$ cat config.mk
export PLATFORM = sky130hd
export DESIGN_NAME = pending_exception_arbiter
export DESIGN_NICKNAME = d
export VERILOG_FILES = /design/src/rtl/pea_pkg.sv /design/src/rtl/pea_csr.sv /design/src/rtl/pea_ctrl.sv /design/src/rtl/pea_dp.sv /design/src/rtl/pending_exception_arbiter.sv
export SDC_FILE = /design/constraint.sdc
export NUM_CORES = 1
export LEC_CHECK = 0
export ABC_AREA = 1
export BUFFER_PORTS_ARGS = -buffer_cell sky130_fd_sc_hd__buf_2
export CAP_MARGIN = 20
export CORE_ASPECT_RATIO = 1.25
export CORE_MARGIN = 10
export CORE_UTILIZATION = 39
export DETAILED_ROUTE_END_ITERATION = 8
export GPL_TIMING_DRIVEN = 0
export PLACE_DENSITY = 0.55
export SYNTH_ARGS = -nofsm -noshare
export SYNTH_HDL_FRONTEND = slang
export SYNTH_HIERARCHICAL = 1
export SYNTH_SLANG_ARGS = --single-unit
$ cat constraint.sdc
create_clock -name clock -period 3.69 [get_ports clock]
set_input_delay 0.5535 -clock clock [delete_from_list [all_inputs] [get_ports clock]]
set_output_delay 0.5535 -clock clock [all_outputs]
set_load 0.03 [all_outputs]
$ cat src/rtl/pea_pkg.sv
`default_nettype none

package pea_pkg;

   localparam int VEC_W      = 6;
   localparam int PRIO_W     = 3;
   localparam int PREEMPT_W  = 5;
   localparam int KEY_W      = VEC_W + 1;
   localparam int MASK_W     = 4;
   localparam int CSR_DATA_W = 32;
   localparam int CSR_ADDR_W = 3;

   // Register indexes, taken from paddr[2].
   localparam logic CSR_PREEMPT_MASK  = 1'b0;
   localparam logic CSR_PRIORITY_MASK = 1'b1;

   localparam logic [MASK_W-1:0] MASK_RESET = 4'hF;

   // Commands from the controller to the datapath.
   typedef struct packed {
      logic load_req;
      logic raise_commit;
      logic empty_finish;
      logic scan_step;
      logic decide_commit;
   } pea_cmd_type;

   // Status from the datapath to the controller.
   typedef struct packed {
      logic req_is_check;
      logic count_zero;
      logic scan_last;
   } pea_status_type;

   // Fixed priority of a vector: the three system vectors are negative.
   function automatic logic signed [PRIO_W-1:0] prio_of(input logic [VEC_W-1:0] v);
      logic signed [PRIO_W-1:0] p;
      case (v)
         6'd1:    p = -3'sd3;
         6'd2:    p = -3'sd2;
         6'd3:    p = -3'sd1;
         default: p = 3'sd0;
      endcase
      return p;
   endfunction

   // Ordering key: the system vectors sort first, then every other vector by number.
   function automatic logic [KEY_W-1:0] key_of(input logic [VEC_W-1:0] v);
      return {(prio_of(v) == 3'sd0), v};
   endfunction

   // Negative priorities stay unmasked; others go through both masks.
   function automatic logic signed [PREEMPT_W-1:0] preempt_of(
      input logic signed [PRIO_W-1:0] p,
      input logic [MASK_W-1:0]        impl_mask,
      input logic [MASK_W-1:0]        sel_mask);
      logic signed [PREEMPT_W-1:0] r;
      if (p < 0) begin
         r = PREEMPT_W'(p);
      end else begin
         r = $signed({1'b0, ({1'b0, p} & impl_mask & sel_mask)});
      end
      return r;
   endfunction

endpackage

`default_nettype wire

$ cat src/rtl/pea_csr.sv
`default_nettype none

module pea_csr
   import pea_pkg::*;
(
   input  wire logic                  clock,
   input  wire logic                  reset,
   input  wire logic                  psel,
   input  wire logic                  penable,
   input  wire logic                  pwrite,
   input  wire logic [CSR_ADDR_W-1:0] paddr,
   input  wire logic [CSR_DATA_W-1:0] pwdata,
   output logic      [CSR_DATA_W-1:0] prdata,
   output logic                       pready,
   output logic      [MASK_W-1:0]     preempt_sel_mask,
   output logic      [MASK_W-1:0]     priority_mask
);

   logic [MASK_W-1:0] preempt_sel_ff, preempt_sel_in;
   logic [MASK_W-1:0] priority_mask_ff, priority_mask_in;
   logic              wr_en;

   assign pready = 1'b1;
   assign wr_en  = psel && penable && pwrite;

   always_comb begin
      preempt_sel_in   = preempt_sel_ff;
      priority_mask_in = priority_mask_ff;
      if (wr_en) begin
         unique case (paddr[2])
            CSR_PREEMPT_MASK:  preempt_sel_in   = pwdata[MASK_W-1:0];
            CSR_PRIORITY_MASK: priority_mask_in = pwdata[MASK_W-1:0];
         endcase
      end
   end

   always_comb begin
      unique case (paddr[2])
         CSR_PREEMPT_MASK:  prdata = {{(CSR_DATA_W-MASK_W){1'b0}}, preempt_sel_ff};
         CSR_PRIORITY_MASK: prdata = {{(CSR_DATA_W-MASK_W){1'b0}}, priority_mask_ff};
      endcase
   end

   always_ff @(posedge clock) begin
      if (reset) begin
         preempt_sel_ff   <= MASK_RESET;
         priority_mask_ff <= MASK_RESET;
      end else begin
         preempt_sel_ff   <= preempt_sel_in;
         priority_mask_ff <= priority_mask_in;
      end
   end

   assign preempt_sel_mask = preempt_sel_ff;
   assign priority_mask    = priority_mask_ff;

endmodule

`default_nettype wire

$ cat src/rtl/pea_ctrl.sv
`default_nettype none

module pea_ctrl
   import pea_pkg::*;
(
   input  wire logic           clock,
   input  wire logic           reset,
   input  wire logic           start,
   output logic                busy,
   input  wire pea_status_type status,
   output pea_cmd_type         cmd
);

   typedef enum logic [4:0] {
      ST_IDLE     = 5'b00001,
      ST_DISPATCH = 5'b00010,
      ST_SCAN     = 5'b00100,
      ST_DRAIN    = 5'b01000,
      ST_DECIDE   = 5'b10000
   } state_type;

   state_type state_ff, state_in;

   always_comb begin
      state_in = state_ff;
      cmd      = '0;
      unique case (state_ff)
         ST_IDLE: begin
            if (start) begin
               cmd.load_req = 1'b1;
               state_in     = ST_DISPATCH;
            end
         end
         ST_DISPATCH: begin
            if (!status.req_is_check) begin
               cmd.raise_commit = 1'b1;
               state_in         = ST_IDLE;
            end else if (status.count_zero) begin
               cmd.empty_finish = 1'b1;
               state_in         = ST_IDLE;
            end else begin
               state_in = ST_SCAN;
            end
         end
         ST_SCAN: begin
            cmd.scan_step = 1'b1;
            if (status.scan_last) begin
               state_in = ST_DRAIN;
            end
         end
         ST_DRAIN: begin
            state_in = ST_DECIDE;
         end
         ST_DECIDE: begin
            cmd.decide_commit = 1'b1;
            state_in          = ST_IDLE;
         end
         default: begin
            state_in = ST_IDLE;
         end
      endcase
   end

   always_ff @(posedge clock) begin
      if (reset) begin
         state_ff <= ST_IDLE;
      end else begin
         state_ff <= state_in;
      end
   end

   assign busy = (state_ff != ST_IDLE);

endmodule

`default_nettype wire

$ cat src/rtl/pea_dp.sv
`default_nettype none

module pea_dp
   import pea_pkg::*;
#(
   parameter int NUM_VECTORS = 64
) (
   input  wire logic               clock,
   input  wire logic               reset,
   input  wire pea_cmd_type        cmd,
   output pea_status_type          status,
   input  wire logic               req_op,
   input  wire logic [VEC_W-1:0]   req_vector,
   input  wire logic               req_in_handler,
   input  wire logic [VEC_W-1:0]   req_current_vector,
   input  wire logic [MASK_W-1:0]  preempt_sel_mask,
   input  wire logic [MASK_W-1:0]  priority_mask,
   output logic                    rsp_valid,
   output logic                    rsp_accepted,
   output logic      [VEC_W-1:0]   rsp_taken_vector
);

   localparam int IDX_W = $clog2(NUM_VECTORS);
   localparam int CNT_W = $clog2(NUM_VECTORS + 1);

   logic [VEC_W-1:0] mem [NUM_VECTORS];

   logic             op_ff, handler_ff;
   logic [VEC_W-1:0] vec_ff, cur_ff;
   logic [CNT_W-1:0] count_ff, count_in;
   logic [IDX_W-1:0] scan_idx_ff, scan_idx_in;
   logic [VEC_W-1:0] rd_data_ff;
   logic [IDX_W-1:0] rd_idx_ff;
   logic             rd_valid_ff;
   logic [VEC_W-1:0] best_ff, last_ff;
   logic [IDX_W-1:0] best_idx_ff;
   logic             rsp_valid_ff, rsp_valid_in;
   logic             rsp_accepted_ff, rsp_accepted_in;
   logic [VEC_W-1:0] rsp_taken_ff, rsp_taken_in;

   logic                        raise_ok;
   logic                        take;
   logic                        mem_we;
   logic [IDX_W-1:0]            mem_waddr;
   logic [VEC_W-1:0]            mem_wdata;
   logic                        better;
   logic signed [PRIO_W-1:0]    cur_prio;
   logic signed [PREEMPT_W-1:0] top_preempt, cur_preempt;

   assign status.req_is_check = op_ff;
   assign status.count_zero   = (count_ff == '0);
   assign status.scan_last    = ({{(CNT_W-IDX_W){1'b0}}, scan_idx_ff} == count_ff - CNT_W'(1));

   // Request latch.
   always_ff @(posedge clock) begin
      if (cmd.load_req) begin
         op_ff      <= req_op;
         vec_ff     <= req_vector;
         handler_ff <= req_in_handler;
         cur_ff     <= req_current_vector;
      end
   end

   assign raise_ok = (32'(vec_ff) < NUM_VECTORS) && (count_ff < CNT_W'(NUM_VECTORS));

   // Preemption test of the smallest entry against the vector being handled.
   assign cur_prio    = (32'(cur_ff) < NUM_VECTORS) ? prio_of(cur_ff) : 3'sd0;
   assign top_preempt = preempt_of(prio_of(best_ff), priority_mask, preempt_sel_mask);
   assign cur_preempt = preempt_of(cur_prio, priority_mask, preempt_sel_mask);
   assign take        = !handler_ff || (top_preempt < cur_preempt);

   assign better = (rd_idx_ff == '0) || (key_of(rd_data_ff) < key_of(best_ff));

   // A pop moves the last entry into the hole left by the popped one.
   always_comb begin
      mem_we    = 1'b0;
      mem_waddr = count_ff[IDX_W-1:0];
      mem_wdata = vec_ff;
      if (cmd.raise_commit && raise_ok) begin
         mem_we = 1'b1;
      end
      if (cmd.decide_commit && take) begin
         mem_we    = 1'b1;
         mem_waddr = best_idx_ff;
         mem_wdata = last_ff;
      end
   end

   always_ff @(posedge clock) begin
      if (mem_we) begin
         mem[mem_waddr] <= mem_wdata;
      end
      rd_data_ff <= mem[scan_idx_ff];
   end

   always_comb begin
      count_in        = count_ff;
      scan_idx_in     = scan_idx_ff;
      rsp_valid_in    = 1'b0;
      rsp_accepted_in = 1'b0;
      rsp_taken_in    = '0;
      if (cmd.load_req) begin
         scan_idx_in = '0;
      end
      if (cmd.scan_step) begin
         scan_idx_in = scan_idx_ff + IDX_W'(1);
      end
      if (cmd.raise_commit) begin
         rsp_valid_in    = 1'b1;
         rsp_accepted_in = raise_ok;
         if (raise_ok) begin
            count_in = count_ff + CNT_W'(1);
         end
      end
      if (cmd.empty_finish) begin
         rsp_valid_in = 1'b1;
      end
      if (cmd.decide_commit) begin
         rsp_valid_in = 1'b1;
         if (take) begin
            count_in     = count_ff - CNT_W'(1);
            rsp_taken_in = best_ff;
         end
      end
   end

   always_ff @(posedge clock) begin
      if (reset) begin
         count_ff     <= '0;
         scan_idx_ff  <= '0;
         rd_valid_ff  <= 1'b0;
         rsp_valid_ff <= 1'b0;
      end else begin
         count_ff     <= count_in;
         scan_idx_ff  <= scan_idx_in;
         rd_valid_ff  <= cmd.scan_step;
         rsp_valid_ff <= rsp_valid_in;
      end
   end

   always_ff @(posedge clock) begin
      rd_idx_ff       <= scan_idx_ff;
      rsp_accepted_ff <= rsp_accepted_in;
      rsp_taken_ff    <= rsp_taken_in;
      if (rd_valid_ff) begin
         last_ff <= rd_data_ff;
         if (better) begin
            best_ff     <= rd_data_ff;
            best_idx_ff <= rd_idx_ff;
         end
      end
   end

   assign rsp_valid        = rsp_valid_ff;
   assign rsp_accepted     = rsp_accepted_ff;
   assign rsp_taken_vector = rsp_taken_ff;

endmodule

`default_nettype wire

$ cat src/rtl/pending_exception_arbiter.sv
// Pending-exception queue of an interrupt controller. A request with req_op low raises
// req_vector into the pending store; a request with req_op high checks for an exception
// to take and, in thread mode or when the smallest pending entry preempts
// req_current_vector in handler mode, pops it. Every request gives exactly one result,
// strobed by rsp_valid for a single cycle; the receiver cannot stall it, so it must
// capture rsp_accepted and rsp_taken_vector in that cycle. A request is taken when start
// is high and busy is low. A raise or a check on an empty store is settled in the dispatch
// state and its result is registered. A check with entries pending goes on through the
// scan, drain and decide states first, because the store sits in a memory with one read
// port that is scanned one entry per cycle to find the most urgent entry. busy falls in
// the cycle in which the result is strobed, so a new request may be given then.
`default_nettype none

module pending_exception_arbiter
   import pea_pkg::*;
#(
   parameter int NUM_VECTORS = 64
) (
   input  wire logic                  clock,
   input  wire logic                  reset,
   input  wire logic                  start,
   output logic                       busy,
   input  wire logic                  req_op,
   input  wire logic [VEC_W-1:0]      req_vector,
   input  wire logic                  req_in_handler,
   input  wire logic [VEC_W-1:0]      req_current_vector,
   output logic                       rsp_valid,
   output logic                       rsp_accepted,
   output logic      [VEC_W-1:0]      rsp_taken_vector,
   input  wire logic                  psel,
   input  wire logic                  penable,
   input  wire logic                  pwrite,
   input  wire logic [CSR_ADDR_W-1:0] paddr,
   input  wire logic [CSR_DATA_W-1:0] pwdata,
   output logic      [CSR_DATA_W-1:0] prdata,
   output logic                       pready
);

   pea_cmd_type       cmd;
   pea_status_type    status;
   logic [MASK_W-1:0] preempt_sel_mask;
   logic [MASK_W-1:0] priority_mask;

   // The controller sequences each request: dispatch, then for a check on a non-empty store a
   // scan of the store, a drain state for the last memory read and a decision.
   pea_ctrl u_ctrl (
      .clock  (clock),
      .reset  (reset),
      .start  (start),
      .busy   (busy),
      .status (status),
      .cmd    (cmd)
   );

   // The datapath holds the pending store, its fill count, the running minimum
   // of the scan and the registered result.
   pea_dp #(
      .NUM_VECTORS (NUM_VECTORS)
   ) u_dp (
      .clock              (clock),
      .reset              (reset),
      .cmd                (cmd),
      .status             (status),
      .req_op             (req_op),
      .req_vector         (req_vector),
      .req_in_handler     (req_in_handler),
      .req_current_vector (req_current_vector),
      .preempt_sel_mask   (preempt_sel_mask),
      .priority_mask      (priority_mask),
      .rsp_valid          (rsp_valid),
      .rsp_accepted       (rsp_accepted),
      .rsp_taken_vector   (rsp_taken_vector)
   );

   // The two mask registers sit behind the configuration port.
   pea_csr u_csr (
      .clock            (clock),
      .reset            (reset),
      .psel             (psel),
      .penable          (penable),
      .pwrite           (pwrite),
      .paddr            (paddr),
      .pwdata           (pwdata),
      .prdata           (prdata),
      .pready           (pready),
      .preempt_sel_mask (preempt_sel_mask),
      .priority_mask    (priority_mask)
   );

endmodule

`default_nettype wire

; ---- Word-level counts from Yosys, hierarchy flattened
; Memory sizes are Yosys's and may differ from the RTL's. A register that Yosys moved wholly into a read port is not among the register bits.
; Cells that the tools add are included.
[classes]
add_sub_neg = 3
n_lt_le_gt_ge = 5
n_eq_ne = 18
muxes = 34
n_bitwise = 5
n_reduce_logical = 17
[ops]
columns = cell, count
row1 = one-hot mux 32 bit (2 select lines), 1
row2 = "equality test 6 x 2 -> 1 bit, second input constant", 6
row3 = 2-to-1 mux 7 bit, 4
row4 = one-hot mux 3 bit (3 select lines), 3
row5 = 2-to-1 mux 6 bit, 4
row6 = 2-to-1 mux 5 bit, 4
row7 = one-hot mux 5 bit (4 select lines), 1
row8 = "equality test 6 x 1 -> 1 bit, second input constant", 3
row9 = 2-to-1 mux 1 bit, 14
row10 = AND reduction 2 bit, 5
row11 = AND 3 x 4 -> 4 bit, 2
row12 = AND 4 bit, 2
row13 = "adder 7 x 1 -> 7 bit, second input constant", 1
row14 = equality test 6 x 7 -> 1 bit, 1
row15 = zero test 7 bit, 1
row16 = < comparator 7 bit, 1
row17 = "< comparator 7 bit, second input constant", 1
row18 = "subtractor 7 x 1 -> 7 bit, second input constant", 1
row19 = "adder 6 x 1 -> 6 bit, second input constant", 1
row20 = zero test 3 bit, 2
row21 = zero test 6 bit, 1
row22 = "< comparator 3 x 1 -> 1 bit, second input constant", 2
row23 = 2-to-1 mux 3 bit, 2
row24 = "equality test 5 x 1 -> 1 bit, second input constant", 1
row25 = other kinds (13), 18
[word_totals]
regBits = 73
ramBits = 384
in_bits = 55
out_inout_bits = 42
word_cells = 100
memories = 1
[mem_list]
columns = memory, depth, width, rd, rd_clocked_by_memory_dff, write_ports, line_no
row1 = u_dp.mem, 64, 6, 1, 1, 1, pea_dp.sv:26  ; logic [VEC_W-1:0] mem [NUM_VECTORS];

; ---- Depth between registers and ports, before layout
; Gate-level depths: netlist of run 1.
[logic_depth]
depth_word = 11
mapped_depth = 17
depth_no_buf = 16

; ---- Cells and area by module
; The synthesis of run 1 kept the hierarchy.
[by_module_without_submodules]
columns = mod, n_inst, cells_each, area_per_inst_um2, seq_area_each_um2
row1 = pea_dp, 1, 1552, 18569.1, 13172.6
row2 = pea_csr, 1, 83, 598.1, 160.2
row3 = pea_ctrl, 1, 49, 345.3, 100.1

; ---- Worst setup path before layout of run 1
; Ideal clock, no wire load.
[synth_timing]
path_type = reg2reg
startpoint = reg u_dp.cur_ff[3]
endpoint = mem u_dp.mem[0][4], data pin
setup_time_ns = 0.353
arrival_time_ns = 2.555
t_required_ns = 3.337
setup_slack_ns = 0.782
stages_incl_launch_ff = 11
path_buffers = 2
synth_period_minus_slack_ns = 2.908
cell_sequence = edfxtp_1 -> nor2_2 -> o211ai_1 -> ha_1 -> a21oi_1 -> nand2_2 -> nand2_4 -> nand2_4 -> buf_12 -> buf_6 -> mux2_1
[synth_via]
elab_chain_cells = 9
word_cells_on_any_way = 12
classes_between = order compare: 2 / eq/ne: 3 / mux: 3 / bitwise: 2 / reduce/logical: 2
[synth_rtl]
columns = item, line_no
row1 = from (decl), pea_dp.sv:29  ; logic [VEC_W-1:0] vec_ff, cur_ff;
row2 = from (signal assigned), pea_dp.sv:60  ; cur_ff <= req_current_vector;
row3 = equality test 6 x 2 -> 1 bit / equality test 6 x 1 -> 1 bit (equally long branches), pea_pkg.sv:38  ; case (v)
row4 = one-hot mux 3 bit (3 select lines) *, pea_pkg.sv:38
row5 = branches (longest 2 deep; another with < comparator 3 x 1 -> 1 bit), --
row6 = 2-to-1 mux 5 bit *, pea_pkg.sv:58  ; if (p < 0) begin
row7 = < comparator 5 bit *, pea_dp.sv:70  ; assign take = !handler_ff || (top_preempt < cur_preempt);
row8 = logical OR 1 bit *, pea_dp.sv:70
row9 = logical AND 1 bit *, pea_dp.sv:82  ; if (cmd.decide_commit && take) begin
row10 = 2-to-1 mux 6 bit *, pea_dp.sv:82
row11 = net u_dp.mem_wdata[4], pea_dp.sv:45  ; logic [VEC_W-1:0] mem_wdata;
row12 = to (decl), pea_dp.sv:26
; Mark *: on every way through the listed nets, which the timed path passes.

; ---- Final worst setup path of run 1
[layout_timing]
startpoint = reg u_dp.best_ff[5]
endpoint = mem u_dp.mem[54][0], enable pin
[layout_via]
elab_chain_cells = 11
word_cells_on_any_way = 15
classes_between = order compare: 2 / eq/ne: 3 / mux: 6 / bitwise: 2 / reduce/logical: 2
[layout_rtl]
columns = item, line_no
row1 = from (decl), pea_dp.sv:35  ; logic [VEC_W-1:0] best_ff, last_ff;
row2 = from (signal assigned), pea_dp.sv:148  ; best_ff <= rd_data_ff;
row3 = equality test 6 x 2 -> 1 bit / equality test 6 x 1 -> 1 bit (equally long branches), pea_pkg.sv:38
row4 = one-hot mux 3 bit (3 select lines) *, pea_pkg.sv:38
row5 = branches (longest 2 deep; another with < comparator 3 x 1 -> 1 bit), --
row6 = 2-to-1 mux 5 bit *, pea_pkg.sv:58
row7 = < comparator 5 bit *, pea_dp.sv:70
row8 = logical OR 1 bit *, pea_dp.sv:70
row9 = logical AND 1 bit *, pea_dp.sv:82
row10 = 2-to-1 mux 1 bit, pea_dp.sv:82
row11 = 2-to-1 mux 1 bit, pea_dp.sv:90  ; if (mem_we) begin
row12 = 2-to-1 mux 1 bit (not written as such), pea_dp.sv:91  ; mem[mem_waddr] <= mem_wdata;
; Mark *: on every way between the ends.

==> results.txt, run 1 <==
* Min Tclk post-route: 3.493 ns
* Cell count of the worst reg-to-reg path: 13
- Static timing analysis puts the maximum clock frequency at 286.3 MHz.
- Clock sink count: 463
- Category of the worst setup path launch point: flop
- Of the cells placed in the final design, the portion with a size suffix greater than 1 is 0.1258.
* Count of final setup violators: 0
- GRT Overall Usage: 0.1874
* Core Footprint: 0.04941 mm2
* First-pass GRT wire length: 82,990 um
* Critical path's largest stage delay: 0.67 ns
* Worst Hold Margin: 0.1552 ns
* Run status: complete, no violations
* Post-synthesis area per instance: 11.59 um2
* EDFF count, synth: 416
- Number of flip-flops and latches in the synthesized netlist: 463
- Routed wire length: 57,400 um
- The clock arrives with 0.02036 ns of skew.
- Total Die Area: 0.05944 mm2
- Instance count on the critical path: 13
* Share of flip-flops with an asynchronous set or reset: 0
- In this run the tightest slew margin relative to its limit is 0.3437.
* Setup WS post-layout: 0.1966 ns
- CP max-delay cell: sky130_fd_sc_hd__nor2_1
- Measured on the finished design, the core utilization comes to 0.4504.
* Clock-pin slew on the worst setup and hold paths: 0.06 ns
* Critical path class: reg -> reg
- Leakage dissipation: 7.915 nW
- Dividing the final minimum period by the clock period gives 0.9467.
- Most prevalent standard cell on the critical path: sky130_fd_sc_hd__nand2_4
- Num CTS Buffers: 46
* Die Width: 220.1 um
- For this configuration, the core starts out at a cell density of 0.3949.
- Buffers placed on the I/O ports in this run total 36.
- The number of antenna diodes in the final layout is 0.
- The H-tree generated during clock tree synthesis spans 2 levels.
- Antenna violations before repair: 0
- Filler Cells Inserted: 4,599
- Summing all multi-input logic gate instances after layout gives 0.005375 mm2.
* Placer's final routability congestion estimate: 0.9521
* Capturing element type of the critical path: flop
* Leftover overflow at the end of global routing: 0
- Data required time at the worst endpoint: 3.87 ns
- Worst endpoint data arrival time: 3.68 ns
- Summing over every cut layer, the via total after detailed routing is 13.38k.
* Crit path max-delay family: simple AND/OR/NAND/NOR gates
* Number of max-slew violations in the final report: 0
- Vias in the first global route: 13.08k
- Cells on Worst Hold Path: 1
- Final non-filler cell total: 2,487
- Counting both buffers and inverters, the worst setup path holds a total of 2.
- The detail route stage leaves a number of antenna-violating nets equal to 0.
- Combined area of all synthesized cells: 0.01951 mm2
- Area growth, synth to finish: 14.06%
* Final Hold Viols: 0
- WL/cell: 23.08 um
* Insertion delay of the later-clocked pin in the worst-skew pair: 0.57 ns
- For this design the top-level I/O count stands at 97.
- Cell at the root of the clock tree: sky130_fd_sc_hd__clkbuf_16
- Detailed placement finished with a half-perimeter wire length of 38,830 um.
- The share of the Yosys chip area taken by registers is 0.6884.
- The detailed router finished its first iteration with 1,171 violations.
- Height of the die: 270.1 um
- The first detailed-routing pass took 5 iterations.
- After the last flow step, the layout net total stands at 1,867.
- Synthesis produced a netlist whose cell count is 1,684.
* Pin count of the biggest net entering global routing: 65
- Crit path cell chain: nor2_1, nand3_1, nand2_1, ha_1, inv_1, a21boi_1, nand2_4, nand2_4, buf_12, nand2_4, nand2_4, nand4_4, nor2_1
- Drc violations: 0
- TritonCTS clock tree: done
* Maximum vdd ir drop: 0.2674 mV
- Routed vias/inst: 5.380
- Across the run, the number of max-cap violations was 0.
- Setup repair after global routing missed its margin: false
* Hold buffer count at CTS: 0
- Power spread over the standard cell area amounts to 491.3 mW/mm2.
- Cell Count Post-Placement: 2,402
- Max Buffers Root-to-Sink: 3
- Prior to clock tree synthesis, the placed netlist has a worst setup slack of 0.2494 ns.
- The netlist uses 51 different library cells.
- The worst hold path belongs to the class in -> reg.
* Area occupied by registers: 0.01343 mm2
* Flip-flop cell with the highest count after synthesis: sky130_fd_sc_hd__edfxtp_1
- Along the worst path, the maximum fanout reaches 10.
* Setup TNS: 0 ns
* # rows: 91
- Slew at the pin closest to its max-slew limit: 0.9844 ns
- Number of warnings issued by yosys: 6
-- timing repair --
item	4_1_cts	5_1_grt
gates resized for setup	0	1
buffers inserted	0	0
endpoints found under the setup margin	0	6
-- cells by family after synthesis --
group,synth area share
xor gates and xnor gates,0.003142
adders and majority gates,0.008336
AOI/OAI and AO/OA,0.09375
buffers and inverters,0.04213
and+or+nand+nor,0.1604
muxes,0.003462
DFF,0.6884
other,0.0003849
-- final cells by class --
cell class / instances / area share
inverter: 52 / 0.008882
sequential: 463 / 0.6036
clock buffer: 59 / 0.05819
multi-input combinational: 1077 / 0.2415
tap: 651 / 0.03660
timing repair buffer: 40 / 0.01113
clock inverter: 26 / 0.01209
buffer: 119 / 0.02805
-- stage by stage --
| step | total power, W | cell area (um2) |
|---|---|---|
| 6_report | 0.01094 | 22260 |
| 2_1_floorplan | 0.006064 | 19610 |
| 3_3_place_gp | 0.006171 | 20610 |
| 5_1_grt | 0.01124 | 22260 |
| 4_1_cts | 0.01101 | 22250 |
| 3_5_place_dp | 0.006185 | 20690 |
-- path summary, 6_finish.rpt --
kind	slack (ns)	startpoint	to
min reg2reg	0.35	u_dp/scan_idx_ff[5]	u_dp/rd_idx_ff[5]
min	0.16	req_vector[5]	u_dp/vec_ff[5]
max reg2reg	0.20	u_dp/best_ff[5]	u_dp/mem[54][0]
max	0.20	u_dp/best_ff[5]	u_dp/mem[54][0]
-- registers in the layout (all words and copies together) (netlist names) --
| signal | flops |
|---|---|
| u_ctrl/state_ff | 5 |
| u_csr/preempt_sel_mask | 4 |
| u_dp/scan_idx_ff | 6 |
| u_dp/count_ff | 7 |
| u_dp/rsp_accepted | 1 |
| u_dp/last_ff | 6 |
| u_dp/rd_valid_ff | 1 |
| u_csr/priority_mask | 4 |
| u_dp/best_ff | 6 |
| u_dp/rsp_valid | 1 |
| u_dp/best_idx_ff | 6 |
| u_dp/mem | 384 |
| u_dp/vec_ff | 6 |
| u_dp/rd_idx_ff | 6 |
| u_dp/handler_ff | 1 |
| u_dp/rd_data_ff | 6 |
| u_dp/cur_ff | 6 |
| u_dp/rsp_taken_vector | 6 |
| u_dp/op_ff | 1 |
-- cell usage in the layout (no fill, tap or decap), types with 8 or more instances in the layout --
master / n
sky130_fd_sc_hd__nand3_1: 75
sky130_fd_sc_hd__clkinv_1: 14
sky130_fd_sc_hd__inv_1: 37
sky130_fd_sc_hd__a21oi_1: 13
sky130_fd_sc_hd__edfxtp_1: 416
sky130_fd_sc_hd__inv_2: 11
sky130_fd_sc_hd__nor2_1: 286
sky130_fd_sc_hd__nand2_2: 8
sky130_fd_sc_hd__ha_1: 13
sky130_fd_sc_hd__clkinv_2: 9
sky130_fd_sc_hd__buf_2: 57
sky130_fd_sc_hd__nand2_1: 265
sky130_fd_sc_hd__nand2_4: 8
sky130_fd_sc_hd__nand4_4: 8
sky130_fd_sc_hd__dfxtp_1: 47
sky130_fd_sc_hd__clkbuf_16: 50
sky130_fd_sc_hd__clkbuf_1: 69
sky130_fd_sc_hd__o21ai_1: 13
sky130_fd_sc_hd__o22ai_1: 97
sky130_fd_sc_hd__buf_4: 31
sky130_fd_sc_hd__conb_1: 29
sky130_fd_sc_hd__o21ai_0: 191
-- cell usage after synthesis (8+ instances only) --
library cell,number,share of area
sky130_fd_sc_hd__a21oi_1,13,0.0033
sky130_fd_sc_hd__buf_2,21,0.0054
sky130_fd_sc_hd__buf_4,30,0.012
sky130_fd_sc_hd__clkbuf_1,61,0.012
sky130_fd_sc_hd__dfxtp_1,47,0.048
sky130_fd_sc_hd__edfxtp_1,416,0.64
sky130_fd_sc_hd__ha_1,13,0.0083
sky130_fd_sc_hd__inv_1,37,0.0071
sky130_fd_sc_hd__inv_2,11,0.0021
sky130_fd_sc_hd__nand2_1,265,0.051
sky130_fd_sc_hd__nand2_2,8,0.0026
sky130_fd_sc_hd__nand2_4,8,0.0046
sky130_fd_sc_hd__nand3_1,75,0.019
sky130_fd_sc_hd__nand4_4,8,0.0087
sky130_fd_sc_hd__nor2_1,288,0.055
sky130_fd_sc_hd__o21ai_0,191,0.049
sky130_fd_sc_hd__o21ai_1,13,0.0033
sky130_fd_sc_hd__o22ai_1,97,0.031
-- report_power, final --
part | total, W | leakage [nW] | internal, W | switching [W]
registers | 0.00576 | 4.13 | 0.00575 | 0.00000950
logic | 0.000311 | 3.02 | 0.0000737 | 0.000238
clock network | 0.00486 | 0.768 | 0.00289 | 0.00197
total | 0.0109 | 7.92 | 0.00872 | 0.00222
-- per-layer routing --
layer | wire, um | vias to the layer above | global-route usage | share of wire
met3 | 3644 | 125 | 0.03092 | 0.063
met2 | 28810 | 483 | 0.3198 | 0.50
met1 | 22490 | 6597 | 0.2258 | 0.39
met4 | 2453 | 0 | 0.08717 | 0.043
met5 | 0 | - | 0 | 0
li1 | - | 6175 | - | -
No activity file was read; power rests on OpenSTA's default activity.
==> inputs of run 2 (changes only) <==
--- a/config.mk
+++ b/config.mk
@@ -13,7 +13,7 @@
 export CORE_UTILIZATION = 39
 export DETAILED_ROUTE_END_ITERATION = 8
 export GPL_TIMING_DRIVEN = 0
-export PLACE_DENSITY = 0.55
+export PLACE_DENSITY_LB_ADDON = 0.3
 export SYNTH_ARGS = -nofsm -noshare
 export SYNTH_HDL_FRONTEND = slang
 export SYNTH_HIERARCHICAL = 1
==> run 2 against run 1 <==
Effect of this change: non-clock buffer count increased by 3; final area shrank 0.25%; routed wire length is 3.6% lower; count of clock-buffer cells in the layout increased by 4; critical path type unchanged; largest power group unchanged.
==> results.txt, run 2 (synthesis gave the netlist of run 1 again) <==
- The critical path in this run is classified as reg -> reg.
* Capturing element type of the critical path: flop
* Num CTS Buffers: 47
- For this design, the sink count on the clock tree is 463.
- Ranked by flip-flop count, first place goes to u_dp/mem.
* # rows: 91
- Worst endpoint data arrival time: 3.60 ns
* Slew at the pin closest to its max-slew limit: 0.9650 ns
- Final Util: 0.4493
- Routed vias/inst: 5.373
- TritonCTS clock tree: done
- Hold buffer count at CTS: 0
- Across every metal layer, demand over resource in global routing totals 0.1838.
- The signal on the critical path passes through nor2_1, nand3_1, nand2_1, ha_1, inv_1, a21boi_1, nand2_4, nand2_4, buf_12, nand2_4, nand2_4, nand4_4, nor2_1.
- Drc violations: 0
* Count of final setup violators: 0
- Reg-to-reg critical path startpoint: u_dp/best_ff[5]
* Placer's final routability congestion estimate: 0.9761
- The top cell types in the final layout, fill and taps aside, are sky130_fd_sc_hd__edfxtp_1, sky130_fd_sc_hd__nor2_1, sky130_fd_sc_hd__nand2_1.
* Power density relative to cell area: 479.5 mW/mm2
- Detailed routing inserted a total of 13.39k vias.
- The startpoint identified for the worst hold timing path is req_vector[4].
- Number of primary I/O pins: 97
- Maximum vdd ir drop: 0.2688 mV
- Routed wire length: 55,360 um
- Setup repair after global routing left no endpoint under its margin.
- Register-to-Register Setup Slack: 0.28 ns
* Clock H-tree levels: 2
* Max Cap Violations: 0
- After clock tree synthesis, the clock-pin slew on the worst setup and hold paths is 0.06 ns.
- Number of setup buffers added after CTS: 0
- Min Tclk post-route: 3.405 ns
- Leakage dissipation: 7.872 nW
* Final HPWL from detailed placement: 38,320 um
- Height of the die: 270.1 um
* Starting utilization of the core area: 0.3949
- Most prevalent standard cell on the critical path: sky130_fd_sc_hd__nand2_4
* Final Hold Viols: 0
* Category of the worst setup path launch point: flop
* Number of max-slew violations in the final report: 0
- The first detailed-routing pass ran for 5 iterations.
* Met3 usage in global routing: 0.03114
- Antenna Nets Post-Route: 0
- Leading cell type in the layout, fill and taps excluded: sky130_fd_sc_hd__edfxtp_1
* Cell Count Post-Placement: 2,405
* Highest achievable clock rate: 293.6 MHz
- Met2 Track Usage GR: 0.3047
- Starting DRC count in detailed routing: 1,415
* Share of layout cells above drive strength 1: 0.1261
- Max Buffers Root-to-Sink: 3
* Crit path from: u_dp/best_ff[5]
- Headroom to the max-slew limit came out at 0.3567.
- 0 antenna diodes ended up in the layout.
- The largest single stage delay on the critical path is 0.66 ns.
- The slowest stage of the critical path is the sky130_fd_sc_hd__nor2_1 cell.
- Summed over all layers, the global routing overflow is 0.
- Final non-filler cell total: 2,491
- STA puts the critical path data required time at 3.88 ns.
- The first global-routing pass estimated 82,010 um of wire.
* HP Class: in -> reg
* Cell at the root of the clock tree: sky130_fd_sc_hd__clkbuf_16
- The clock reaches the later pin of the worst-skew pair after 0.58 ns.
- Total Die Area: 0.05944 mm2
- Filler Cells Inserted: 4,568
* Maximum fanout count along the critical path: 10
* Setup TNS: 0 ns
* Period utilization: 0.9229
- The region available for standard cell placement spans 0.04941 mm2.
- Vias in the first global route: 13.27k
- From left edge to right edge, the die measures 220.1 um.
- Pin count of the biggest net entering global routing: 65
* Area growth, synth to finish: 13.78%
* Antenna violations before repair: 0
* Number of cells upsized or downsized after cts: 0
- Run status: complete, no violations
- The largest registers in the layout are u_dp/mem: 384 flops, u_dp/count_ff: 7 flops.
* Number of buffers added on ports: 36
* Global-route met1 utilization: 0.2165
* Net total in the final layout: 1,871
- met2 is the most crowded layer.
- The register with the most flip-flops in the layout has 384 of them.
- Dividing the detail-routed wire length by the instance count gives 22.22 um.
- The clock arrives with 0.02813 ns of skew.
[run 2: final cells by class]
class / instances / area (um2) / area share
well taps: 651 / 814.5 / 0.03669
flip-flops and latches: 463 / 13430 / 0.6051
plain buffers: 119 / 624.3 / 0.02812
repair buffers: 43 / 299.0 / 0.01347
clock buffers: 63 / 1289 / 0.05805
multi-input cells: 1077 / 5363 / 0.2415
clock inverters: 23 / 181.4 / 0.008172
inverters: 52 / 197.7 / 0.008904
[run 2: power by group]
part | internal (W) | switching [W] | total [W]
logic | 0.0000807 | 0.000236 | 0.000317
clock network | 0.00260 | 0.00197 | 0.00457
registers | 0.00575 | 0.00000956 | 0.00576
[run 2: layer usage]
layer	wire, um	up-vias
li1	-	6180
met1	20520	6439
met2	26970	592
met3	4213	174
met4	3647	0
met5	0	-
[run 2: path summary, 6_finish.rpt]
path / endpoint / cells past startpoint
worst max-delay path: u_dp/mem[11][0] / 13
worst min-delay path: u_dp/vec_ff[4] / 1
worst max register to register: u_dp/mem[11][0] / 13
worst min register to register: u_dp/rd_idx_ff[5] / 0
[run 2: critical path, delay by kind of cell, from the launching register on]
family          cells  cell delay (ns)
compound gates      1             0.22
fa+ha+maj           1             0.18
buf+inv             2             0.21
flops               1             0.38
simple gates        9             2.02
[run 2: per-stage QoR]
step	total power, W	hold WS, ns	cell area [um2]	worst slack [ns]
global placement	0.006168	0.3322	20610	-0.5630
floorplan	0.006064	0.3290	19610	0.7825
detailed placement	0.006191	0.3405	20730	0.3347
CTS	0.01070	0.1226	22200	0.2853
global route	0.01094	0.1314	22200	0.02635
finish	0.01065	0.1468	22200	0.2845
